==> config.mk <==
export PLATFORM = sky130hd
export DESIGN_NAME = tpm_front_flat
export DESIGN_NICKNAME = d
export VERILOG_FILES = /design/src/design/tpm_pkg.sv /design/src/design/tpm_channels.sv /design/src/design/tpm_front.sv /design/src/flat_wrapper.sv
export SDC_FILE = /design/constraint.sdc
export NUM_CORES = 1
export LEC_CHECK = 0
export BUFFER_PORTS_ARGS = -buffer_cell sky130_fd_sc_hd__buf_4
export CAP_MARGIN = 5
export CORE_MARGIN = 10
export CORE_UTILIZATION = 45
export CTS_CLUSTER_SIZE = 10
export DETAILED_ROUTE_END_ITERATION = 10
export PLACE_DENSITY = 0.77
export SLEW_MARGIN = 5
export SYNTH_ARGS = -nofsm -noshare
export SYNTH_HDL_FRONTEND = slang
export SYNTH_SLANG_ARGS = --single-unit
==> constraint.sdc <==
create_clock -name clock -period 5.2 [get_ports clock]
set_clock_uncertainty 0.1 [all_clocks]
set_input_delay 1.04 -clock clock [delete_from_list [all_inputs] [get_ports clock]]
set_output_delay 1.04 -clock clock [all_outputs]
set_load 0.005 [all_outputs]
==> src/design/tpm_pkg.sv <==
// Types, constants and helpers of the tree path engine.
`timescale 1ns / 1ps
package tpm_pkg;

   localparam int NODES       = 1024;
   localparam int LEVELS      = 10;
   localparam int WEIGHT_BITS = 32;
   localparam int NODE_BITS   = $clog2(NODES);
   localparam int LVL_BITS    = $clog2(LEVELS + 1);
   localparam int DIS_BITS    = LEVELS + 1;
   localparam int TABLE_DEPTH = NODES << LVL_BITS;
   localparam int ENTRY_BITS  = NODE_BITS + WEIGHT_BITS;

   typedef logic [NODE_BITS-1:0]   node_type;
   typedef logic [WEIGHT_BITS-1:0] weight_type;
   typedef logic [LVL_BITS-1:0]    lvl_type;
   typedef logic [DIS_BITS-1:0]    dis_type;

   typedef enum logic {
      OP_ADD   = 1'b0,
      OP_QUERY = 1'b1
   } op_type;

   typedef enum logic [1:0] {
      ST_OK       = 2'd0,
      ST_UNPLACED = 2'd1,
      ST_TWICE    = 2'd2
   } status_type;

   typedef struct packed {
      op_type     op;
      node_type   node_a;
      node_type   node_b;
      weight_type weight;
   } item_type;

   typedef struct packed {
      node_type   anc;
      weight_type wmax;
   } entry_type;

   function automatic weight_type wmax(input weight_type x, input weight_type y);
      wmax = (x > y) ? x : y;
   endfunction

endpackage

==> src/design/tpm_channels.sv <==
// Channel interfaces of the tree path engine.
`timescale 1ns / 1ps
interface tpm_req_if;
   import tpm_pkg::*;
   logic       valid;
   logic       ready;
   logic       action;
   node_type   node_a;
   node_type   node_b;
   weight_type weight;
   modport source (output valid, action, node_a, node_b, weight, input ready);
   modport sink (input valid, action, node_a, node_b, weight, output ready);
endinterface


==> src/design/tpm_front.sv <==
// Front end: accept and classify items into a two-entry queue.
`timescale 1ns / 1ps
module tpm_front (
   input  logic              clock,
   input  logic              reset,
   input  logic              hold,
   tpm_req_if.sink           req_ch,
   output tpm_pkg::item_type item,
   output logic              item_valid,
   input  logic              item_pop
);
   import tpm_pkg::*;

   item_type   slot_ff [2];
   logic       wr_ptr_ff, wr_ptr_in;
   logic       rd_ptr_ff, rd_ptr_in;
   logic [1:0] count_ff, count_in;
   logic       push;
   item_type   push_item;

   assign req_ch.ready = (count_ff != 2'd2) && !hold;
   assign push         = req_ch.valid && req_ch.ready;
   assign item_valid   = (count_ff != 2'd0);
   assign item         = slot_ff[rd_ptr_ff];

   always_comb begin
      push_item.op     = req_ch.action ? OP_QUERY : OP_ADD;
      push_item.node_a = req_ch.node_a;
      push_item.node_b = req_ch.node_b;
      push_item.weight = req_ch.weight;
      wr_ptr_in = push ? ~wr_ptr_ff : wr_ptr_ff;
      rd_ptr_in = item_pop ? ~rd_ptr_ff : rd_ptr_ff;
      count_in  = count_ff + {1'b0, push} - {1'b0, item_pop};
   end

   always_ff @(posedge clock) begin
      if (reset) begin
         wr_ptr_ff <= 1'b0;
         rd_ptr_ff <= 1'b0;
         count_ff  <= 2'd0;
      end else begin
         wr_ptr_ff <= wr_ptr_in;
         rd_ptr_ff <= rd_ptr_in;
         count_ff  <= count_in;
      end
   end

   always_ff @(posedge clock) begin
      if (push) begin
         slot_ff[wr_ptr_ff] <= push_item;
      end
   end

endmodule

==> src/flat_wrapper.sv <==
// flat-port wrapper written by rule: the top's interface ports become plain ports
module tpm_front_flat import tpm_pkg::*;
  (clock, reset, hold, item, item_valid, item_pop, req_ch_valid, req_ch_action, req_ch_node_a, req_ch_node_b, req_ch_weight, req_ch_ready);
  tpm_req_if req_ch_i ();
  input  logic clock;
  input  logic reset;
  input  logic hold;
  output tpm_pkg::item_type item;
  output logic item_valid;
  input  logic item_pop;
  input wire logic [$bits(req_ch_i.valid)-1:0] req_ch_valid;
  input wire logic [$bits(req_ch_i.action)-1:0] req_ch_action;
  input wire logic [$bits(req_ch_i.node_a)-1:0] req_ch_node_a;
  input wire logic [$bits(req_ch_i.node_b)-1:0] req_ch_node_b;
  input wire logic [$bits(req_ch_i.weight)-1:0] req_ch_weight;
  output wire logic [$bits(req_ch_i.ready)-1:0] req_ch_ready;
  assign req_ch_i.valid = req_ch_valid;
  assign req_ch_i.action = req_ch_action;
  assign req_ch_i.node_a = req_ch_node_a;
  assign req_ch_i.node_b = req_ch_node_b;
  assign req_ch_i.weight = req_ch_weight;
  assign req_ch_ready = req_ch_i.ready;
  tpm_front u_core (.clock(clock), .reset(reset), .hold(hold), .req_ch(req_ch_i), .item(item), .item_valid(item_valid), .item_pop(item_pop));
endmodule
==> metrics.md, run 1 <==
| Metric | Value |
|---|---|
| Status | finished clean |
| Max Clock Freq | 305 MHz |
| TritonCTS clock tree | built |
| Post_cts resized | 0 |
| Post-Layout Inst Area | 5210 sq um |
| Crit. End Element | output pin |
| Synthesized area | about 4100 sq um |
| Die span in x | between 100 and 150 um |
| Initial antenna violation count | 0 |
| Post-DP HPWL | 5260 um |
| Vias in the first global route | 2,216 |
| Syn Area/Cell | roughly 21 sq um |
| Pin count of the biggest net entering global routing | 54 |
| Crit path cell chain | buf_4 -> mux2_2 -> buf_4 |
| IO Count | 113 |
| PortBufs | 112 |
| Netlist cell types | 17 |
| Nets | 371 |
| Crit path kind | reg2out |
| Crit path max fanout | 27 |
| Min-delay src | u_core.rd_ptr_ff |
| Area Growth Syn to Fin | 27.1% |
| Final-layout fill cell count | 669 |
| Antenna cell count | 0 |
| Starting Density | 0.466 |
| Die area | about 13,000 sq um |
| Most used cell, CP | buf_4 |
| Drt pass-1 iters | 6 |
| Yosys reg bits | 111 |
| Worst Path Required | 4060 ps |
| DR WL/cell | 17.8 um |
| Post-Route WL | 7560 um |
| Max-cap violation count | 0 |
| Worst-Skew Late Latency | 350 ps |
| GP Congestion | 0.715 |
| Via count | 2,057 |
| Fin crit share | 0.630 |
| Site Rows | 34 |
| Global-route wire length before repair | 11,300 um |
| CP startpoint kind | register |
| GRT overflow | 0 |
| Pwr dens | 329 nW/um^2 |
| Setup-failing EPs final | 0 |
| Clock Sinks | 111 |
| Count of yosys warnings during synthesis | 0 |
| Crit-path max cell delay | about 760 ps |
| Dpl cell area | around 5000 sq um |
| Via-per-instance ratio | 4.85 |
| Syn Inst Count | between 150 and 200 |
| RSZ-0062 raised after global routing | no |
| Sequential share of the synthesized area | 0.800 |
| Peak supply drop | 0.148 mV |
| # hold bufs at CTS | 0 |
| Maximum root-to-sink buffer count | 2 |
| Slowest cell on crit path | dfxtp_2 |
| Syn nets | 251 |
| Relative slew slack | 0.380 |
| H-Tree Level Count | 3 |
| Layout cells sized above 1 | 0.598 |
| Slew Viols, Final | 0 |
| Clock root buffer | clkbuf_8 |
| Setup bufs post-CTS | 0 |
| Final setup TNS | 0 ps |
| Clock slew at reported path FFs | 90 ps |
| Initial DRC count | 82 |
| Reg-to-reg startpoint | u_core.count_ff[1] |
| Min Clock Period, post-route | between 3000 and 4000 ps |
| Placeable Area | roughly 8800 sq um |
| Antenna-violating nets left | 0 |
| Die Ht | 115 um |
| DRC errors left | 0 |
| Worst slew pin tran | 929 ps |
| Number of CTS-inserted buffers | 9 |
| Leakage | between 1.5 and 2 nW |
| Worst hold path class | reg2reg |
| CP Data Arrival Time | 2140 ps |
| Hold Fails Final Rpt | 0 |
| Gr usage total | 0.111 |
## cells in the mapped netlist, drive strengths merged
library cell	n	area share
edfxtp	106	0.78
mux2	54	0.15
buf	6	0.016
dfxtp	5	0.024
nor2	5	0.0046
nor2b	4	0.0079
and2	2	0.0030
ha	2	0.0061
inv	2	0.0018
nor3	1	0.0012
nor3b	1	0.0046
or2	1	0.0015
xnor2	1	0.0021
xor2	1	0.0021
## cell usage in the layout (no fill, tap or decap), types with 2 or more instances in the layout
cell type     n
buf_4       115
edfxtp_1    106
mux2_2       53
clkbuf_8      9
nor2_1        5
dfxtp_1       4
inv_1         2
nor2b_4       2
nor2b_1       2
ha_1          2
clkinv_2      2
clkinvlp_4    2
## power breakdown
part / internal [mW] / switching (mW) / total, mW
clock network: 0.172 / 0.270 / 0.442
logic: 0.134 / 0.0880 / 0.222
registers: 1.03 / 0.0197 / 1.05
total: 1.33 / 0.378 / 1.71
## flip-flops by register name, summed over array words and instances, names as in the netlist, named ones only
register,flops
u_core.slot_ff,106
u_core.rd_ptr_ff,1
u_core.count_ff,2
u_core.wr_ptr_ff,1
## critical path, delay by kind of cell, from the launching register on
kind / cells / cell delay (ps)
buf+inv: 2 / 600
flops: 1 / 760
mux: 1 / 400
## logic make-up (layout without fill, tap and decap cells)
kind of cell,Yosys count,after routing,synth area share
and+or+nand+nor,14,14,0.0229
adders and majority gates,2,2,0.00610
xor gates and xnor gates,2,2,0.00427
muxes,54,54,0.149
DFF,111,111,0.800
buffers and inverters,8,133,0.0174
## final cells by class
| type | count | area (sq um) | area share |
|---|---|---|---|
| Clock buffer | 10 | 128 | 0.0245 |
| Clock inverter | 6 | 37.5 | 0.00720 |
| Inverter | 2 | 7.51 | 0.00144 |
| Multi-Input combinational cell | 72 | 757 | 0.145 |
| Sequential cell | 111 | 3280 | 0.630 |
| Tap cell | 108 | 135 | 0.0259 |
| Timing Repair Buffer | 115 | 863 | 0.166 |
## metrics by stage
stage / worst slack [ps] / std cells / power, mW / hold WS, ps / utilization
after floorplan: 943 / 191 / 1.17 / 380 / -
after global placement: 2060 / 408 / 1.29 / 403 / 0.573
after detailed placement: 2030 / 408 / 1.30 / 399 / 0.573
after CTS: 1870 / 424 / 1.73 / 421 / 0.592
after global routing: 1780 / 424 / 1.79 / 458 / 0.592
final: 1920 / 424 / 1.71 / 415 / 0.592
## layer usage
metal | up-vias | track usage | share of wire
met5 | - | 0 | 0
met4 | 0 | 0.0456 | 0.015
met3 | 13 | 0.0486 | 0.082
met2 | 74 | 0.173 | 0.48
met1 | 997 | 0.132 | 0.43
li1 | 973 | - | -
## path summary, 6_finish.rpt
kind	slack [ps]	cells after the start	end
min	420	2	register
max reg2reg	2780	4	u_core.slot_ff[0][20]
max	1920	3	item[8]
min reg2reg	420	2	register
No activity file was read; power rests on OpenSTA's default activity.
==> run 2, diff against run 1 <==
==> constraint.sdc (replaced) <==
create_clock -name clock -period 3.45 [get_ports clock]
set_clock_uncertainty 0.1 [all_clocks]
set_input_delay 0.69 -clock clock [delete_from_list [all_inputs] [get_ports clock]]
set_output_delay 0.69 -clock clock [all_outputs]
set_load 0.005 [all_outputs]
==> metrics.md, run 2 (synthesized netlist as in run 1, its figures left out) <==
| Metric | Value |
|---|---|
| Max Clock Freq | 374 MHz |
| Worst hold path class | in2reg |
| Slowest cell on crit path | dfxtp_2 |
| Clock Sinks | 111 (unchanged) |
| # hold bufs at CTS | 0 (unchanged) |
| TritonCTS clock tree | built |
| Pwr dens | 495 nW/um^2 (+51%) |
| Critical path buffers and inverters | 2 (unchanged) |
| PortBufs | 112 (unchanged) |
| Antenna-violating nets left | 0 (unchanged) |
| Hold Fails Final Rpt | 0 (unchanged) |
| Post_cts resized | 0 (unchanged) |
| Crit-path max cell delay | 730 ps (-30 ps) |
| Crit path kind | reg2out |
| Worst slew pin tran | 740 ps (-189 ps) |
| Leakage | 1.94 nW (+0.82%) |
| Internal | 2.02 mW (+51%) |
| Max-cap violation count | 0 (unchanged) |
| Peak supply drop | 0.245 mV (+65%) |
| Vias in the first global route | 2,279 (+2.8%) |
| DRC errors left | 0 (unchanged) |
| Sequential power share | 0.608 (-0.004) |
| Placeable Area | 8810 sq um (unchanged) |
| Nets | 371 (unchanged) |
| Gate power share | 0.131 (about the same) |
| Crit path max fanout | 31 (+15%) |
| Setup-failing EPs final | 0 (unchanged) |
| Initial DRC count | 73 (-11%) |
| Crit. End Element | output pin |
| Initial antenna violation count | 0 (unchanged) |
| Post-DP HPWL | 5220 um (-0.79%) |
| Gr usage total | 0.112 (+0.00146) |
| Global-route wire length before repair | 11,400 um (+0.67%) |
| Final setup TNS | 0 ps (unchanged) |
| RSZ-0062 raised after global routing | no |
| Area of the multi-input gates | 757 sq um (unchanged) |
| Largest Register | u_core.slot_ff |
| Die Ht | 115 um (unchanged) |
| Site Rows | 34 (unchanged) |
| Drt pass-1 iters | 4 (-2) |
| Area Growth Syn to Fin | 27.8% |
| CP startpoint kind | register |
| IO Count | 113 (unchanged) |
| Max reg flops | 106 (unchanged) |
| Status | finished clean |
| Post-Route WL | 7450 um (-1.5%) |
| Clock slew at reported path FFs | 100 ps (about the same) |
| Die span in x | 115 um (unchanged) |
| Crit path cell chain | buf_12 -> mux2_2 -> buf_4 |
| Largest regs | u_core.slot_ff: 106 flops, u_core.count_ff: 2 flops |
| Via count | 2,034 (-1.1%) |
| Reg-to-reg slack, setup | 1450 ps (-1330 ps) |
| GP Congestion | 0.668 (-6.6%) |
| Relative slew slack | 0.507 (+0.127) |
| Via-per-instance ratio | 4.80 (-1.1%) |
| Commonest non-fill, non-tap cell in the layout | buf_4 |
| Min Clock Period, post-route | 2680 ps |
| Setup bufs post-CTS | 0 (unchanged) |
| Worst-Skew Late Latency | 350 ps (about the same) |
| Worst hold slack | 408 ps (-7.22 ps) |
| Switching Share | 0.221 (+0.000435) |
| DR WL/cell | 17.6 um (-1.5%) |
| Number of CTS-inserted buffers | 9 (unchanged) |
| Final-layout fill cell count | 680 (+1.6%) |
| Pin count of the biggest net entering global routing | 54 (unchanged) |
| Antenna cell count | 0 (unchanged) |
| Slew Viols, Final | 0 (unchanged) |
| Die area | 13,300 sq um (unchanged) |
| CP Data Arrival Time | 1890 ps (-250 ps) |
| Net Sw Power | 0.574 mW (+52%) |
| Seq. cell area | 3280 sq um (unchanged) |
| Starting Density | 0.466 (unchanged) |
| Fin crit share | 0.776 |
| GRT overflow | 0 (unchanged) |
| CP delay by family, top | flip-flops |
| Clock root buffer | clkbuf_8 |
| H-Tree Level Count | 3 (unchanged) |
| Layout cells sized above 1 | 0.598 (unchanged) |
| Worst Path Required | 2660 ps (-1400 ps) |
| Clock power share | 0.260 (+0.002) |
| Maximum root-to-sink buffer count | 2 (unchanged) |
| Most frequent cells in the layout | buf_4, edfxtp_1, mux2_2, clkbuf_8, nor2_1 |
==> run 2: cell types whose count changed in the layout (fill, tap and decap cells not counted), sizes merged <==
| cell | before | now |
|---|---|---|
| inv | 2 | 4 |
| clkinvlp | 2 | 0 |
| clkinv | 4 | 5 |
| clkbuf | 10 | 9 |
==> run 2: cell type report <==
class | instances | share of cell area
Clock buffer | 9 | 0.0236
Sequential cell | 111 | 0.626
Timing Repair Buffer | 115 | 0.169
Tap cell | 108 | 0.0258
Clock inverter | 7 | 0.00907
Multi-Input combinational cell | 72 | 0.144
Inverter | 2 | 0.00143
==> run 2: per-layer routing <==
metal	vias to the layer above	track usage	share of wire
li1	977	-	-
met1	970	0.125	0.39
met2	78	0.182	0.50
met3	9	0.0568	0.098
met4	0	0.0439	0.012
met5	-	0	0
==> run 2: worst register-to-register path: stages (launching register included) <==
cell     delay, ps
dfxtp_1        340
nor2b_4        140
nor3b_4        250
and2_2         560
buf_12         300
==> run 2: final timing paths <==
check                          endpoint                from  cells after the start
setup / recovery               item[31]            register                      3
setup reg to reg  u_core.slot_ff[1][35]  u_core.count_ff[1]                      4
hold reg to reg        u_core.rd_ptr_ff    u_core.rd_ptr_ff                      2
hold / removal    u_core.slot_ff[1][12]   req_ch_weight[12]                      1
==> run 2: power by group through the flow <==
stage / clock network, mW / logic (mW) / registers, mW
final: 0.675 / 0.341 / 1.58
after global routing: 0.768 / 0.374 / 1.59
after CTS: 0.706 / 0.351 / 1.58
after detailed placement: 0 / 0.349 / 1.61
after global placement: 0 / 0.344 / 1.61
after floorplan: 0 / 0.171 / 1.60
==> run 2: stage by stage <==
step                      worst slack (ps)  area, sq um  instances  power, mW  utilization
final                                  773         5240        424       2.59        0.595
after global placement                1100         5070        408       1.95        0.576
after floorplan                        544         4110        191       1.77            -
after global routing                   635         5240        424       2.73        0.595
after CTS                              715         5240        424       2.64        0.595
after detailed placement              1040         5070        408       1.96        0.576
==> run 3, diff against run 2 <==
--- a/config.mk
+++ b/config.mk
@@ -11,7 +11,7 @@
 export CORE_UTILIZATION = 45
 export CTS_CLUSTER_SIZE = 10
 export DETAILED_ROUTE_END_ITERATION = 10
-export PLACE_DENSITY = 0.77
+export PLACE_DENSITY = 0.8
 export SLEW_MARGIN = 5
 export SYNTH_ARGS = -nofsm -noshare
 export SYNTH_HDL_FRONTEND = slang
==> constraint.sdc (replaced) <==
create_clock -name clock -period 2.3 [get_ports clock]
set_clock_uncertainty 0.1 [all_clocks]
set_input_delay 0.46 -clock clock [delete_from_list [all_inputs] [get_ports clock]]
set_output_delay 0.46 -clock clock [all_outputs]
set_load 0.005 [all_outputs]
==> metrics.md, run 3 (synthesized netlist as in run 1, its figures left out) <==
| Metric | Value |
|---|---|
| Largest regs | u_core.slot_ff: 106 flops, u_core.count_ff: 2 flops |
| Area Growth Syn to Fin | 29.2% |
| CP startpoint kind | register |
| Post-Route WL | 7470 um (+0.26%) |
| Post-DP HPWL | 5310 um (+1.8%) |
| Min-delay src | req_ch_weight[29] |
| Nets | 375 (+1.1%) |
| Initial antenna violation count | 0 (unchanged) |
| Worst Path Required | 1740 ps (-920 ps) |
| Clock power share | 0.265 (+0.005) |
| Reg2Reg Depth | 4 (unchanged) |
| Pin count of the biggest net entering global routing | 36 (-33%) |
| Clock root buffer | clkbuf_8 |
| Non-filler cells, final | 428 (+0.94%) |
| Internal | 3.05 mW (+51%) |
| Worst-Skew Late Latency | 360 ps (about the same) |
| WL met3 | 569 um (-22%) |
| CP Data Arrival Time | 1490 ps (-400 ps) |
| Vias in the first global route | 2,366 (+3.8%) |
| Max-cap violation count | 0 (unchanged) |
| Crit path max fanout | 18 (-42%) |
| Slew Viols, Final | 0 (unchanged) |
| Antenna-violating nets left | 0 (unchanged) |
| Uppermost layer routed | met4 |
| DRC errors left | 0 (unchanged) |
| Sequential power share | 0.597 (-0.011) |
| Largest Register | u_core.slot_ff |
| TritonCTS clock tree | built |
| GRT overflow | 0 (unchanged) |
| Post_cts resized | 0 (unchanged) |
| Final core occ | 0.602 (+0.00639) |
| DP Worst Slack | 390 ps (-654 ps) |
| Crit path kind | reg2out |
| Number of CTS-inserted buffers | 9 (unchanged) |
| Gate power share | 0.138 (+0.007) |
| Fin crit share | 0.893 |
| Reg-to-reg startpoint | u_core.count_ff[1] |
| Layout cells sized above 1 | 0.600 (+0.00190) |
| Final setup TNS | 0 ps (unchanged) |
| Relative slew slack | 0.770 (+0.263) |
| Pwr dens | 742 nW/um^2 (+50%) |
| Antenna cell count | 0 (unchanged) |
| R2R Path End | u_core.slot_ff[0][17] |
| Peak supply drop | 0.435 mV (+77%) |
| IO Count | 113 (unchanged) |
| RSZ-0062 raised after global routing | no |
| Crit. End Element | output pin |
| Hold Fails Final Rpt | 0 (unchanged) |
| Dpl cells | 412 (+0.98%) |
| GP Congestion | 0.725 (+8.6%) |
| Worst hold slack | 174 ps (-234 ps) |
| Commonest non-fill, non-tap cell in the layout | buf_4 |
| Worst Hold Depth | 1 (unchanged) |
| Hold Path Sink | u_core.slot_ff[1][29] |
| Die span in x | 115 um (unchanged) |
| Met1 wire length | 2990 um (+2.3%) |
| Reg-to-reg slack, setup | 550 ps (-900 ps) |
| PortBufs | 112 (unchanged) |
| Via count | 2,056 (+1.1%) |
| Worst hold path class | in2reg |
| Setup bufs post-CTS | 0 (unchanged) |
| Worst slew pin tran | 345 ps (-395 ps) |
| Clock Sinks | 111 (unchanged) |
| Min Clock Period, post-route | roughly 2100 ps |
| Maximum root-to-sink buffer count | 2 (unchanged) |
| Max reg flops | 106 (unchanged) |
| Die area | 13,300 sq um (unchanged) |
| Die Ht | 115 um (unchanged) |
| Dpl cell area | 5130 sq um (+1.1%) |
| Global-route wire length before repair | 11,600 um (+2.1%) |
| Placeable Area | 8810 sq um (unchanged) |
| Site Rows | 34 (unchanged) |
| Clock slew at reported path FFs | 110 ps (about the same) |
| Status | finished clean |
| Initial DRC count | 65 (-11%) |
| WL met2 | 3810 um (+2.9%) |
| # hold bufs at CTS | 0 (unchanged) |
| Max Clock Freq | 487 MHz |
| Net Sw Power | 0.883 mW (+54%) |
| Starting Density | 0.466 (unchanged) |
| Leakage | 1.97 nW (+1.4%) |
| Switching Share | 0.224 (+0.00333) |
| Via-per-instance ratio | 4.80 (+0.14%) |
| Total power | 3.94 mW (+52%) |
| Most frequent cells in the layout | buf_4, edfxtp_1, mux2_2, clkbuf_8, nor2_1 |
| H-Tree Level Count | 3 (unchanged) |
| Post-Layout Inst Area | 5300 sq um (+1.1%) |
| DR WL/cell | 17.5 um (-0.68%) |
| Fin worst setup slack | 247 ps (-527 ps) |
| Gr usage total | 0.112 (about the same) |
| Drt pass-1 iters | 4 (unchanged) |
| Setup-failing EPs final | 0 (unchanged) |
## run 3: power by group through the flow
stage	clock, mW	combinational [mW]	sequential (mW)
5_1_grt	1.15	0.593	2.36
3_3_place_gp	0	0.548	2.39
2_1_floorplan	0	0.258	2.39
6_report	1.04	0.542	2.35
4_1_cts	1.08	0.560	2.35
3_5_place_dp	0	0.555	2.40
## run 3: worst max path at each step
stage / end / slack, ps
floorplan: u_core.slot_ff[0][0] / 200
global placement: u_core.slot_ff[0][17] / 430
detailed placement: u_core.slot_ff[0][37] / 390
CTS: item[18] / 200
global route: item[50] / 170
finish: item[18] / 250
## run 3: worst max-delay path, cell delays in order (launching register included)
cell     delay (ps)
dfxtp_2         360
buf_4           260
mux2_2          380
buf_4           140
## run 3: layout make-up
type | instances | area, sq um
clock inverter | 6 | 45.0
fill | 653 | 3510
sequential | 111 | 3280
clock buffer | 10 | 128
timing repair buffer | 119 | 943
multi-input combinational | 72 | 757
inverter | 2 | 7.51
tap | 108 | 135
## run 3: layer usage
layer | global-route usage | vias to the layer above
met1 | 0.124 | 992
met3 | 0.0444 | 9
met5 | 0 | -
met2 | 0.188 | 66
met4 | 0.0507 | 0
li1 | - | 989
